==> config.mk <==
export PLATFORM = sky130hd
export DESIGN_NAME = c8_ctrl
export DESIGN_NICKNAME = d
export VERILOG_FILES = /design/src/c8_pkg.sv /design/src/c8_ctrl.sv
export SDC_FILE = /design/constraint.sdc
export NUM_CORES = 1
export LEC_CHECK = 0
export ABC_AREA = 1
export BUFFER_PORTS_ARGS = -buffer_cell sky130_fd_sc_hd__buf_4
export CORE_MARGIN = 1.5
export CORE_UTILIZATION = 35
export DETAILED_ROUTE_END_ITERATION = 8
export GPL_ROUTABILITY_DRIVEN = 0
export GPL_TIMING_DRIVEN = 0
export MAX_ROUTING_LAYER = met4
export PLACE_DENSITY = 0.67
export SLEW_MARGIN = 5
export SYNTH_ARGS = -nofsm -noshare
export SYNTH_HDL_FRONTEND = slang
export SYNTH_SLANG_ARGS = --single-unit
==> constraint.sdc <==
create_clock -name aclk -period 1.2 [get_ports aclk]
set_input_delay 0.06 -clock aclk [delete_from_list [all_inputs] [get_ports aclk]]
set_output_delay 0.06 -clock aclk [all_outputs]
set_load 0.1 [all_outputs]
==> src/c8_pkg.sv <==
package c8_pkg;

    localparam int MEM_BYTES_DEF  = 4096;
    localparam int SCR_W          = 64;
    localparam int SCR_H          = 32;
    localparam int STACK_DEF      = 16;
    localparam logic [11:0] RESET_START = 12'h200;
    localparam int FONT_BYTES     = 80;

    localparam logic [1:0] KIND_WRITE = 2'd0;
    localparam logic [1:0] KIND_EXEC  = 2'd1;
    localparam logic [1:0] KIND_READ  = 2'd2;
    localparam logic [1:0] KIND_UNDEF = 2'd3;

    typedef enum logic [4:0] {
        ST_INIT, ST_IDLE, ST_WRITE, ST_FETCH_HI, ST_FETCH_LO, ST_FETCH_WAIT,
        ST_EXEC, ST_CLEAR, ST_DRAW_RD, ST_DRAW_WAIT, ST_DRAW_MOD, ST_BCD,
        ST_STORE, ST_LOAD_RD, ST_LOAD_WAIT, ST_LOAD_WR, ST_FINISH, ST_OUT
    } state_t;

    // command from controller to datapath
    typedef struct packed {
        logic init_step;
        logic accept;
        logic mem_write_in;
        logic rd_hi;
        logic rd_lo;
        logic latch_hi;
        logic latch_lo;
        logic exec;
        logic clear_step;
        logic draw_rd;
        logic draw_mod;
        logic bcd_step;
        logic store_step;
        logic load_rd;
        logic load_wr;
        logic finish;
        logic out_load;
    } cmd_t;

    // status from datapath to controller
    typedef struct packed {
        logic init_done;
        logic [1:0] kind;
        logic [3:0] op_class;
        logic [7:0] kk;
        logic cnt_last;
        logic draw_zero;
        logic bcd_last;
    } stat_t;

    function automatic logic [7:0] font_byte(input logic [6:0] a);
        logic [7:0] f [0:79];
        f = '{8'hF0,8'h90,8'h90,8'h90,8'hF0,8'h20,8'h60,8'h20,8'h20,8'h70,
              8'hF0,8'h10,8'hF0,8'h80,8'hF0,8'hF0,8'h10,8'hF0,8'h10,8'hF0,
              8'h90,8'h90,8'hF0,8'h10,8'h10,8'hF0,8'h80,8'hF0,8'h10,8'hF0,
              8'hF0,8'h80,8'hF0,8'h90,8'hF0,8'hF0,8'h10,8'h20,8'h40,8'h40,
              8'hF0,8'h90,8'hF0,8'h90,8'hF0,8'hF0,8'h90,8'hF0,8'h10,8'hF0,
              8'hF0,8'h90,8'hF0,8'h90,8'h90,8'hE0,8'h90,8'hE0,8'h90,8'hE0,
              8'hF0,8'h80,8'h80,8'h80,8'hF0,8'hE0,8'h90,8'h90,8'h90,8'hE0,
              8'hF0,8'h80,8'hF0,8'h80,8'hF0,8'hF0,8'h80,8'hF0,8'h80,8'h80};
        if (a < 7'(FONT_BYTES)) return f[a];
        return 8'h00;
    endfunction

endpackage

==> src/c8_ctrl.sv <==
module c8_ctrl (
    input  logic           aclk,
    input  logic           aresetn,
    input  logic           s_tvalid,
    input  logic           m_tready,
    output logic           s_tready,
    output logic           m_tvalid,
    input  c8_pkg::stat_t  st,
    output c8_pkg::cmd_t   cmd
);

    c8_pkg::state_t state_reg, state_next;

    // state register
    always_ff @(posedge aclk) begin
        if (!aresetn) state_reg <= c8_pkg::ST_INIT;
        else          state_reg <= state_next;
    end

    // next state
    always_comb begin
        state_next = state_reg;
        unique case (state_reg)
            c8_pkg::ST_INIT:      if (st.init_done) state_next = c8_pkg::ST_IDLE;
            c8_pkg::ST_IDLE: begin
                if (s_tvalid) begin
                    priority case (st.kind)
                        c8_pkg::KIND_WRITE: state_next = c8_pkg::ST_WRITE;
                        c8_pkg::KIND_EXEC:  state_next = c8_pkg::ST_FETCH_HI;
                        default:            state_next = c8_pkg::ST_FINISH;
                    endcase
                end
            end
            c8_pkg::ST_WRITE:      state_next = c8_pkg::ST_FINISH;
            c8_pkg::ST_FETCH_HI:   state_next = c8_pkg::ST_FETCH_LO;
            c8_pkg::ST_FETCH_LO:   state_next = c8_pkg::ST_FETCH_WAIT;
            c8_pkg::ST_FETCH_WAIT: state_next = c8_pkg::ST_EXEC;
            c8_pkg::ST_EXEC: begin
                priority if (st.op_class == 4'h0 && st.kk == 8'hE0)
                    state_next = c8_pkg::ST_CLEAR;
                else if (st.op_class == 4'hD)
                    state_next = st.draw_zero ? c8_pkg::ST_FINISH : c8_pkg::ST_DRAW_RD;
                else if (st.op_class == 4'hF && st.kk == 8'h33)
                    state_next = c8_pkg::ST_BCD;
                else if (st.op_class == 4'hF && st.kk == 8'h55)
                    state_next = c8_pkg::ST_STORE;
                else if (st.op_class == 4'hF && st.kk == 8'h65)
                    state_next = c8_pkg::ST_LOAD_RD;
                else
                    state_next = c8_pkg::ST_FINISH;
            end
            c8_pkg::ST_CLEAR:     if (st.cnt_last) state_next = c8_pkg::ST_FINISH;
            c8_pkg::ST_DRAW_RD:   state_next = c8_pkg::ST_DRAW_WAIT;
            c8_pkg::ST_DRAW_WAIT: state_next = c8_pkg::ST_DRAW_MOD;
            c8_pkg::ST_DRAW_MOD:
                state_next = st.cnt_last ? c8_pkg::ST_FINISH : c8_pkg::ST_DRAW_RD;
            c8_pkg::ST_BCD:       if (st.bcd_last) state_next = c8_pkg::ST_FINISH;
            c8_pkg::ST_STORE:     if (st.cnt_last) state_next = c8_pkg::ST_FINISH;
            c8_pkg::ST_LOAD_RD:   state_next = c8_pkg::ST_LOAD_WAIT;
            c8_pkg::ST_LOAD_WAIT: state_next = c8_pkg::ST_LOAD_WR;
            c8_pkg::ST_LOAD_WR:
                state_next = st.cnt_last ? c8_pkg::ST_FINISH : c8_pkg::ST_LOAD_RD;
            c8_pkg::ST_FINISH:    state_next = c8_pkg::ST_OUT;
            c8_pkg::ST_OUT:       if (m_tready) state_next = c8_pkg::ST_IDLE;
            default:              state_next = c8_pkg::ST_INIT;
        endcase
    end

    // outputs
    always_comb begin
        cmd      = '0;
        s_tready = 1'b0;
        m_tvalid = 1'b0;
        unique case (state_reg)
            c8_pkg::ST_INIT:       cmd.init_step = 1'b1;
            c8_pkg::ST_IDLE: begin
                s_tready   = 1'b1;
                cmd.accept = s_tvalid;
            end
            c8_pkg::ST_WRITE:      cmd.mem_write_in = 1'b1;
            c8_pkg::ST_FETCH_HI:   cmd.rd_hi = 1'b1;
            c8_pkg::ST_FETCH_LO: begin
                cmd.rd_lo    = 1'b1;
                cmd.latch_hi = 1'b1;
            end
            c8_pkg::ST_FETCH_WAIT: cmd.latch_lo = 1'b1;
            c8_pkg::ST_EXEC:       cmd.exec = 1'b1;
            c8_pkg::ST_CLEAR:      cmd.clear_step = 1'b1;
            c8_pkg::ST_DRAW_RD:    cmd.draw_rd = 1'b1;
            c8_pkg::ST_DRAW_WAIT:  ;
            c8_pkg::ST_DRAW_MOD:   cmd.draw_mod = 1'b1;
            c8_pkg::ST_BCD:        cmd.bcd_step = 1'b1;
            c8_pkg::ST_STORE:      cmd.store_step = 1'b1;
            c8_pkg::ST_LOAD_RD:    cmd.load_rd = 1'b1;
            c8_pkg::ST_LOAD_WAIT:  ;
            c8_pkg::ST_LOAD_WR:    cmd.load_wr = 1'b1;
            c8_pkg::ST_FINISH:     cmd.finish = 1'b1;
            c8_pkg::ST_OUT:        m_tvalid = 1'b1;
            default:               ;
        endcase
        cmd.out_load = (state_reg == c8_pkg::ST_FINISH);
    end

`ifndef SYNTHESIS
    a_no_overlap: assert property (@(posedge aclk) disable iff (!aresetn)
        !(s_tready && m_tvalid)) else $error("ready while result pending");
    a_out_follows_finish: assert property (@(posedge aclk) disable iff (!aresetn)
        $rose(m_tvalid) |-> $past(state_reg == c8_pkg::ST_FINISH))
        else $error("result without finish");
    a_accept_leaves_idle: assert property (@(posedge aclk) disable iff (!aresetn)
        (s_tvalid && s_tready) |=> !s_tready) else $error("idle after accept");
`endif

endmodule

After elaboration in Yosys (flattened, before gate mapping)
Cells that the tools add are included.

Word-level logic and storage cells: 71. Flip-flop bits (word level): 5. Bits of input ports: 22. Output and inout port bits: 19.

Reduce and logical (&&, ||, !) cells: 9. Equality and inequality tests: 29. Muxes and demuxes: 32.

Operators with widths (number): $pmux 5 s17 (1); $mux 5 (13); $eq 5x4->1 const B (8); $eq 5x3->1 const B (4); $eq 8x7->1 const B (2); $mux 1 (16); $eq 5x2->1 const B (2); $eq 5x5->1 const B (2); $pmux 5 s2 (1); $eq 4x4->1 const B (2); $eq 8x6->1 const B (1); $eq 8x8->1 const B (1); $ne 2x2->1 const B (4); $eq 5x1->1 const B (1); $logic_not 5->1 (1); $reduce_and 5->1 (1); $logic_and 1x1->1 (4); $logic_not 4->1 (1); $eq 2x1->1 const B (1); $logic_not 2->1 (1); $mux 2 (1); $ne 2x1->1 const B (1); $reduce_or 2->1 (1).

Longest topological paths before layout
Gate-level depths: netlist (run 1).

Depth after elaboration: 8. Gate-level depth with buffers: 11. Depth with buffers taken out: 11.

Worst setup path before layout (run 1)
Ideal clock, no wire load.

Path kind: register to output. Start: reg state_reg[2]. End: out cmd[15] in the netlist's numbering. Data arrival time: 2.607 ns. Data required time: 1.140 ns. Cell stages (with the launch flop): 4. Buffers on the path: 0. Setup slack: -1.467 ns. Cells stage by stage: dfxtp_1 nor2_2 nand2_2 nor3_1.

RTL lines: from (decl) (line c8_ctrl.sv:12) `c8_pkg::state_t state_reg, state_next;`; from (signal assigned) (line c8_ctrl.sv:16) `if (!aresetn) state_reg <= c8_pkg::ST_INIT;`; from (signal assigned) (line c8_ctrl.sv:17) `else state_reg <= state_next;`; to (decl) (line c8_ctrl.sv:9) `output c8_pkg::cmd_t cmd`.

Worst setup path in the final report (run 1)
Start: reg state_reg[3]. End: reg state_reg[0].

Longest elaborated chain between the ends: 4. Elaborated cells between the ends (all ways): 26. Classes of those cells: 22 x eq/ne; 1 x mux; 3 x reduce/logical.

RTL lines: $eq 5x4->1 / $eq 5x3->1 (equally long branches) (line c8_ctrl.sv:23) `unique case (state_reg)`; $reduce_or 2->1 (no line); $ne 2x1->1 (no line); $reduce_and 5->1 (no line).

Parallel ways exist; a longest one is shown, timed or not. A chain may end at the register's enable or synchronous reset.

==> results_dict.tcl, run 1 <==
set metrics [dict create \
    rows 17 \
    timing.rr.start "state_reg[3]" \
    syn_avg_cell_area_sq_um 4.88 \
    antenna_found_initial 0 \
    area_delta_synth_final_pct 128 \
    clkLatencyLatePin_ps 240 \
    grt-ovfl-total 0 \
    fin_skew_ps 1.33 \
    holdBufCountCts 0 \
    hold_depth 3 \
    cts_root_buf "clkbuf_4" \
    pin_count 41 \
    grt_pass1_wl_mm 5.09 \
    clockBufferDepth 2 \
    relSlewSlack_pct 76.8 \
    ant_nets 0 \
    syn_inst 168 \
    die_x_um 51.4 \
    finalSetupViolations 24 \
    cts_tree "done" \
    drt-initial-drc-count 45 \
    fmax_ghz 0.661 \
    final_area_sq_um 1870 \
    nets 254 \
    cts_inserted_buffers 3 \
    routed_wl_mm 4.34 \
    cp.required_ps 1360 \
    clk_pin_slew_ps 40 \
    core-area_sq_um 2210 \
    drv_slew 0 \
    hpwlAfterDp_mm 2.07 \
    place_area_sq_um 1250 \
    antennaDiodeCount 0 \
    crit_path_end_kind "flip-flop" \
    instances_no_fill 259 \
    grtUsageTotal_pct 26.1 \
    post-place-ws_ps -354 \
    cts_sinks 5 \
    synth_area_sq_um 820 \
    wl_per_cell_um 16.8 \
    htreeDepth 1 \
    status "complete, but fails checks" \
    timing.final.ws_setup_ps -314 \
    min_to "state_reg[2]" \
    rsz0062_at_grt "yes" \
    p_leak_nw 0.922 \
    grt_max_degree 9 \
    min_path_type "primary input to flip-flop" \
    largest_reg_flops 5 \
    worst_pin_slew_ps 345 \
    peakVddDrop_v 0.00108 \
    synth_seq_cells 5 \
    dpl.cell_count 236 \
    drt_pre_antenna_iters 4 \
    cellPowerDensity_nw_per_um2 1410 \
    synth_nets 190 \
    io_buffers 40 \
    r2r-end "state_reg[0]" \
    post-route-period-util_pct 126 \
    dieArea_sq_um 2640 \
    route.detailed.drc 0 \
    drive_gt1_share_pct 56.7 \
    critPathKind "flip-flop to flip-flop" \
    dieHeight_um 51.4 \
    hold_viol 0 \
    violations "negative setup slack" \
    ys_types 18 \
    fillers 124 \
    min-delay-start "aresetn" \
    yosys_warnings 0 \
    ff2ff_path_depth 10 \
    ff2ff_setup_slack_ps -310 \
    initial_core_util_pct 37.0 \
    via_count 1379 \
    yosysSeqAreaShare_pct 12.2 \
    grt_pass1_vias 1229 \
    drv_cap 0 \
    layout_min_cycle_time_ps 1510 \
    crit_fanout 6 \
    start_kind "flip-flop" \
    whs_ps 13.0 \
    finish.utilization_pct 84.4 \
    arrival_ps 1670 \
    via_per_inst 5.32 \
]
==> metal layers <==
layer | GRT usage, % | share of wire (%)
met2 | 48.9 | 51
met5 | - | 0
met1 | 26.9 | 33
met4 | 9.65 | 7.8
met3 | 4.39 | 8.2
==> where the power goes <==
group / switching (mW) / internal, mW / total, mW
logic: 1.33 / 0.803 / 2.13
clock network: 0.0632 / 0.125 / 0.189
registers: 0.107 / 0.208 / 0.315
==> layout by cell type, fill, tap and decap left out, types with 3 or more instances in the layout <==
cell type and n:
nand2_1 40, buf_4 36, buf_12 21, inv_1 20, nor2_1 18, nand3_1 10, inv_2 9, nor2_4 9
nand2_4 7, nand2_2 7, clkinvlp_4 7, a21oi_1 5, buf_6 4, dfxtp_4 4, inv_4 3, nand3_4 3
nand3_2 3, o21ai_2 3, clkbuf_4 3
==> cell usage after synthesis, drive strengths merged <==
master,number,area share (%)
inv,42,19
dfxtp,5,12
buf,2,1.8
nand2,55,27
o211ai,1,0.92
nand3,16,11
a21oi,7,4.7
a211oi,1,0.92
nor3,5,3.1
nor2,29,15
o21ai,5,4.0
==> through the flow <==
step | power, mW | TNS (ps)
6_report | 2.64 | -5030
3_5_place_dp | 1.58 | -2610
5_1_grt | 2.74 | -6350
4_1_cts | 2.24 | -2780
3_3_place_gp | 1.56 | -2150
2_1_floorplan | 1.30 | -4290
==> cell families after synthesis <==
logic type      synth area share (%)
simple gates                    56.2
buf+inv                         21.1
compound gates                  10.5
flops                           12.2
==> final cells by class <==
type / instances / area, sq um / share of cell area (%)
buffer: 2 / 31.3 / 1.68
clock buffer: 4 / 26.3 / 1.41
timing repair buffer: 59 / 704 / 37.7
multi-input combinational: 119 / 747 / 40.0
tap: 28 / 35.0 / 1.88
inverter: 42 / 206 / 11.1
sequential: 5 / 116 / 6.23
==> worst max-delay path, cell delays in order, from the launching register on <==
cell and delay, ps:
dfxtp_4 380, nor2_4 170, nand2_4 120, nor2_4 130, buf_4 150, nand3_1 80, nand3_1 110, nor2_1 50
nand2_1 60, nand2_1 60, a21oi_2 130
==> what timing repair did <==
item                       CTS  global route
setup endpoints to repair   24            24
buffers inserted             9            10
gates resized for setup     88            31
pin swaps                    8             9
cloned                       0             0
==> how the worst max path moves through the flow <==
stage,end,depth (start not counted),from
2_1_floorplan,state_reg[0],10,state_reg[3]
3_3_place_gp,state_reg[3],9,state_reg[1]
3_5_place_dp,state_reg[3],9,state_reg[1]
4_1_cts,cmd[12],7,state_reg[3]
5_1_grt,state_reg[0],10,state_reg[3]
6_report,state_reg[0],10,state_reg[3]
(Power assumes the default switching activity.)
==> run 2, diff against run 1 <==
- CORE_MARGIN: 1.5 -> 4
==> results_dict.tcl, run 2 (synthesized netlist as in run 1, its figures left out) <==
set metrics [dict create \
    clockBufferDepth 2 \
    io_buffers 40 \
    grt_pass1_wl_mm 4.78 \
    place_area_sq_um 1250 \
    cts_root_buf "clkbuf_4" \
    rsz0062_at_grt "yes" \
    drt-initial-drc-count 32 \
    crit_path_end_kind "primary output" \
    critPathKind "flip-flop to primary output" \
    grt-ovfl-total 0 \
    area_delta_synth_final_pct 117 \
    hold_viol 0 \
    fmax_ghz 0.689 \
    arrival_ps 1390 \
    antennaDiodeCount 0 \
    power_mw 2.45 \
    cp.required_ps 1140 \
    drv_slew 0 \
    routed_wl_mm 3.47 \
    nets 248 \
    min_path_type "primary input to flip-flop" \
    layout_min_cycle_time_ps 1450 \
    rows 17 \
    final_cell_mix "42 x nand2_1, 32 x buf_4, 23 x inv_1, 19 x buf_12, 18 x nor2_1" \
    cts_tree "done" \
    grt_max_degree 8 \
    die_x_um 56.4 \
    clkLatencyLatePin_ps 240 \
    violations "negative setup slack" \
    cts_inserted_buffers 3 \
    dieHeight_um 56.4 \
    core-area_sq_um 2210 \
    post-route-period-util_pct 121 \
    worst_pin_slew_ps 348 \
    largest_reg_flops 5 \
    p_leak_nw 0.894 \
    hpwlAfterDp_mm 2.16 \
    final_common_cell "nand2_1" \
    wl_per_cell_um 13.7 \
    cts_sinks 5 \
    antenna_found_initial 0 \
    drv_cap 0 \
    clk_pin_slew_ps 40 \
    timing.final.ws_setup_ps -251 \
    start_kind "flip-flop" \
    final_area_sq_um 1780 \
    drive_gt1_share_pct 52.9 \
    grtUsageTotal_pct 18.6 \
    htreeDepth 1 \
    finalSetupViolations 24 \
    via_per_inst 4.88 \
    peakVddDrop_v 0.00144 \
    initial_core_util_pct 37.0 \
    route.detailed.drc 0 \
    dieArea_sq_um 3180 \
    drt_pre_antenna_iters 4 \
    via_count 1234 \
    ant_nets 0 \
    fin_skew_ps 3.13 \
    pin_count 41 \
    relSlewSlack_pct 76.6 \
    cellPowerDensity_nw_per_um2 1370 \
    crit_fanout 6 \
    tns_ps -3650 \
    grt_pass1_vias 1153 \
    status "complete, but fails checks" \
]
-- run 2: cell types whose count changed in the layout (fill, tap and decap cells not counted), sizes merged --
cell | previous run | this run
buf | 61 | 55
clkinv | 1 | 0
inv | 34 | 35
-- run 2: report_power, final --
group	internal [mW]	switching (mW)
Sequential	0.210	0.108
Combinational	0.733	1.21
Clock	0.125	0.0595
Total	1.07	1.38
-- run 2: critical path, cell delays in order (launching register included) --
cell and delay, ps:
dfxtp_4 400, buf_4 140, nand3_2 100, inv_2 100, nand2_2 90, inv_1 130, buf_12 190
-- run 2: per-layer routing --
layer	track usage (%)	part of all wire [%]	vias to the layer above
met5	-	0	-
met4	4.07	1.6	0
met3	3.68	7.3	6
met2	33.2	54	61
met1	21.3	37	547
li1	-	-	620
-- run 2: metrics by stage --
step           instances  setup slack, ps  util (%)  hold WS [ps]
3_3_place_gp         236             -305      56.7           253
6_report             253             -251      80.5          19.6
5_1_grt              253             -334      80.5          14.6
3_5_place_dp         236             -340      56.7           259
2_1_floorplan        168             -472         -           158
4_1_cts              245             -165      73.5          11.9
-- run 2: worst paths after layout --
path,endpoint,slack [ps],cells after the start,from
setup / recovery,cmd[5],-250,6,state_reg[3]
hold reg to reg,state_reg[1],570,2,state_reg[1]
hold / removal,state_reg[2],20,3,aresetn
setup reg to reg,state_reg[0],-240,10,state_reg[3]
-- run 2: cell type report --
type | instances | area [sq um]
repair buffers | 53 | 642
multi-input cells | 119 | 722
plain buffers | 2 | 31.3
clock buffers | 4 | 26.3
inverters | 42 | 206
well taps | 28 | 35.0
flip-flops and latches | 5 | 119
fillers | 140 | 430
-- run 2: timing repair --
action | 4_1_cts | 5_1_grt
gates resized for setup | 83 | 23
setup endpoints to repair | 24 | 24
hold buffers | 0 | 0
pin swaps | 8 | 13
buffers inserted | 5 | 8
==> run 3, diff against run 2 <==
- REMOVE_ABC_BUFFERS: unset -> 1
==> results_dict.tcl, run 3 (synthesized netlist as in run 1, its figures left out) <==
set metrics [dict create \
    status "complete, but fails checks" \
    violations "negative setup slack" \
    drive_gt1_share_pct 49.8 \
    grtUsageTotal_pct 19.4 \
    fillers 144 \
    final_area_sq_um 1690 \
    cts_sinks 5 \
    p_leak_nw 0.892 \
    io_buffers 40 \
    dieHeight_um 56.4 \
    cp.required_ps 1320 \
    area_delta_synth_final_pct 106 \
    start_kind "flip-flop" \
    rsz0062_at_grt "yes" \
    place_area_sq_um 1140 \
    fmax_ghz 0.691 \
    final_cell_mix "44 x nand2_1, 30 x buf_4, 23 x inv_1, 19 x nor2_1, 18 x buf_12" \
    drv_cap 0 \
    antennaDiodeCount 0 \
    finalSetupViolations 24 \
    relSlewSlack_pct 74.9 \
    grt_max_degree 8 \
    pin_count 41 \
    drt-initial-drc-count 40 \
    grt_pass1_wl_mm 4.91 \
    antenna_found_initial 0 \
    arrival_ps 1570 \
    crit_fanout 5 \
    dieArea_sq_um 3180 \
    fin_skew_ps 4.04 \
    wl_per_cell_um 15.2 \
    clk_pin_slew_ps 40 \
    hold_depth 3 \
    hpwlAfterDp_mm 2.07 \
    clkLatencyLatePin_ps 240 \
    min_path_type "primary input to flip-flop" \
    hold_viol 0 \
    crit_chain "nor2_4, nand2_4, nor2_4, nand2_2, o21ai_1, nor2_1, nand2_2, inv_2, nand2_1, a21oi_1" \
    critical-path-max-stage-delay_ps 370 \
    drt_pre_antenna_iters 6 \
    power_mw 2.43 \
    crit_path_end_kind "flip-flop" \
    final_common_cell "nand2_1" \
    core-area_sq_um 2210 \
    worst_pin_slew_ps 374 \
    htreeDepth 1 \
    post-route-period-util_pct 121 \
    clockBufferDepth 2 \
    cellPowerDensity_nw_per_um2 1440 \
    layout_min_cycle_time_ps 1450 \
    cts_inserted_buffers 3 \
    die_x_um 56.4 \
    whs_ps 14.2 \
    grt_pass1_vias 1175 \
    peakVddDrop_v 0.00151 \
    routed_wl_mm 3.78 \
    via_count 1276 \
    nets 244 \
    cts_tree "done" \
    post-place-ws_ps -214 \
    critPathKind "flip-flop to flip-flop" \
    drv_slew 0 \
    ff2ff_path_depth 10 \
    tns_ps -3740 \
    largest_reg_flops 5 \
    crit_path_top_delay_cell "dfxtp_4" \
    route.detailed.drc 0 \
    timing.final.ws_setup_ps -247 \
    via_per_inst 5.12 \
    rows 17 \
    initial_core_util_pct 37.0 \
    grt-ovfl-total 0 \
    cts_root_buf "clkbuf_4" \
    ant_nets 0 \
]
run 3: changes by cell type in the layout (fill, tap and decap cells not counted), sizes merged:
cell / delta
clkinvlp: -7
inv: +7
buf: -4
run 3: critical path, delay by kind of cell (launching register included):
kind                   cells  cell delay (ps)
AO/OA/AOI/OAI              2              150
buffers and inverters      1               50
AND/OR/NAND/NOR            7              750
flip-flops                 1              370
run 3: per-stage QoR:
stage	cells	utilization, %
6_report	249	76.2
5_1_grt	249	76.2
4_1_cts	247	70.0
3_5_place_dp	234	51.5
3_3_place_gp	234	51.5
2_1_floorplan	166	-
run 3: report_power, final:
part / leakage [nW] / switching [mW] / internal [mW]
clock network: 0.0150 / 0.0654 / 0.125
registers: 0.0444 / 0.115 / 0.210
logic: 0.832 / 1.22 / 0.696
run 3: routing by layer:
layer | share of wire, % | global-route usage (%) | vias to the layer above
met5 | 0 | - | -
met4 | 4.8 | 5.76 | 0
met3 | 5.8 | 3.68 | 18
met2 | 53 | 35.7 | 75
met1 | 36 | 20.8 | 572
li1 | - | - | 611
run 3: path summary, 6_finish.rpt:
kind / startpoint / end / slack [ps]
setup / recovery: state_reg[2] / state_reg[0] / -250
hold / removal: aresetn / state_reg[2] / 10
setup reg to reg: state_reg[2] / state_reg[0] / -250
hold reg to reg: state_reg[3] / state_reg[3] / 580
run 3: area by class of cell:
class                   count  area [sq um]  share of cell area (%)
multi-input cells         119           704                    41.8
repair buffers             51           619                    36.7
inverters                  42           183                    10.8
flip-flops and latches      5           119                    7.05
well taps                  28          35.0                    2.08
clock buffers               4          26.3                    1.56
run 3: repair_timing:
| action | in CTS | in global routing |
|---|---|---|
| setup buffers | 9 | 2 |
| hold buffers | 0 | 0 |
| resized for setup | 92 | 33 |
| pin swaps | 7 | 8 |
| hold endpoints to repair | 0 | 0 |
| endpoints found under the setup margin | 24 | 24 |
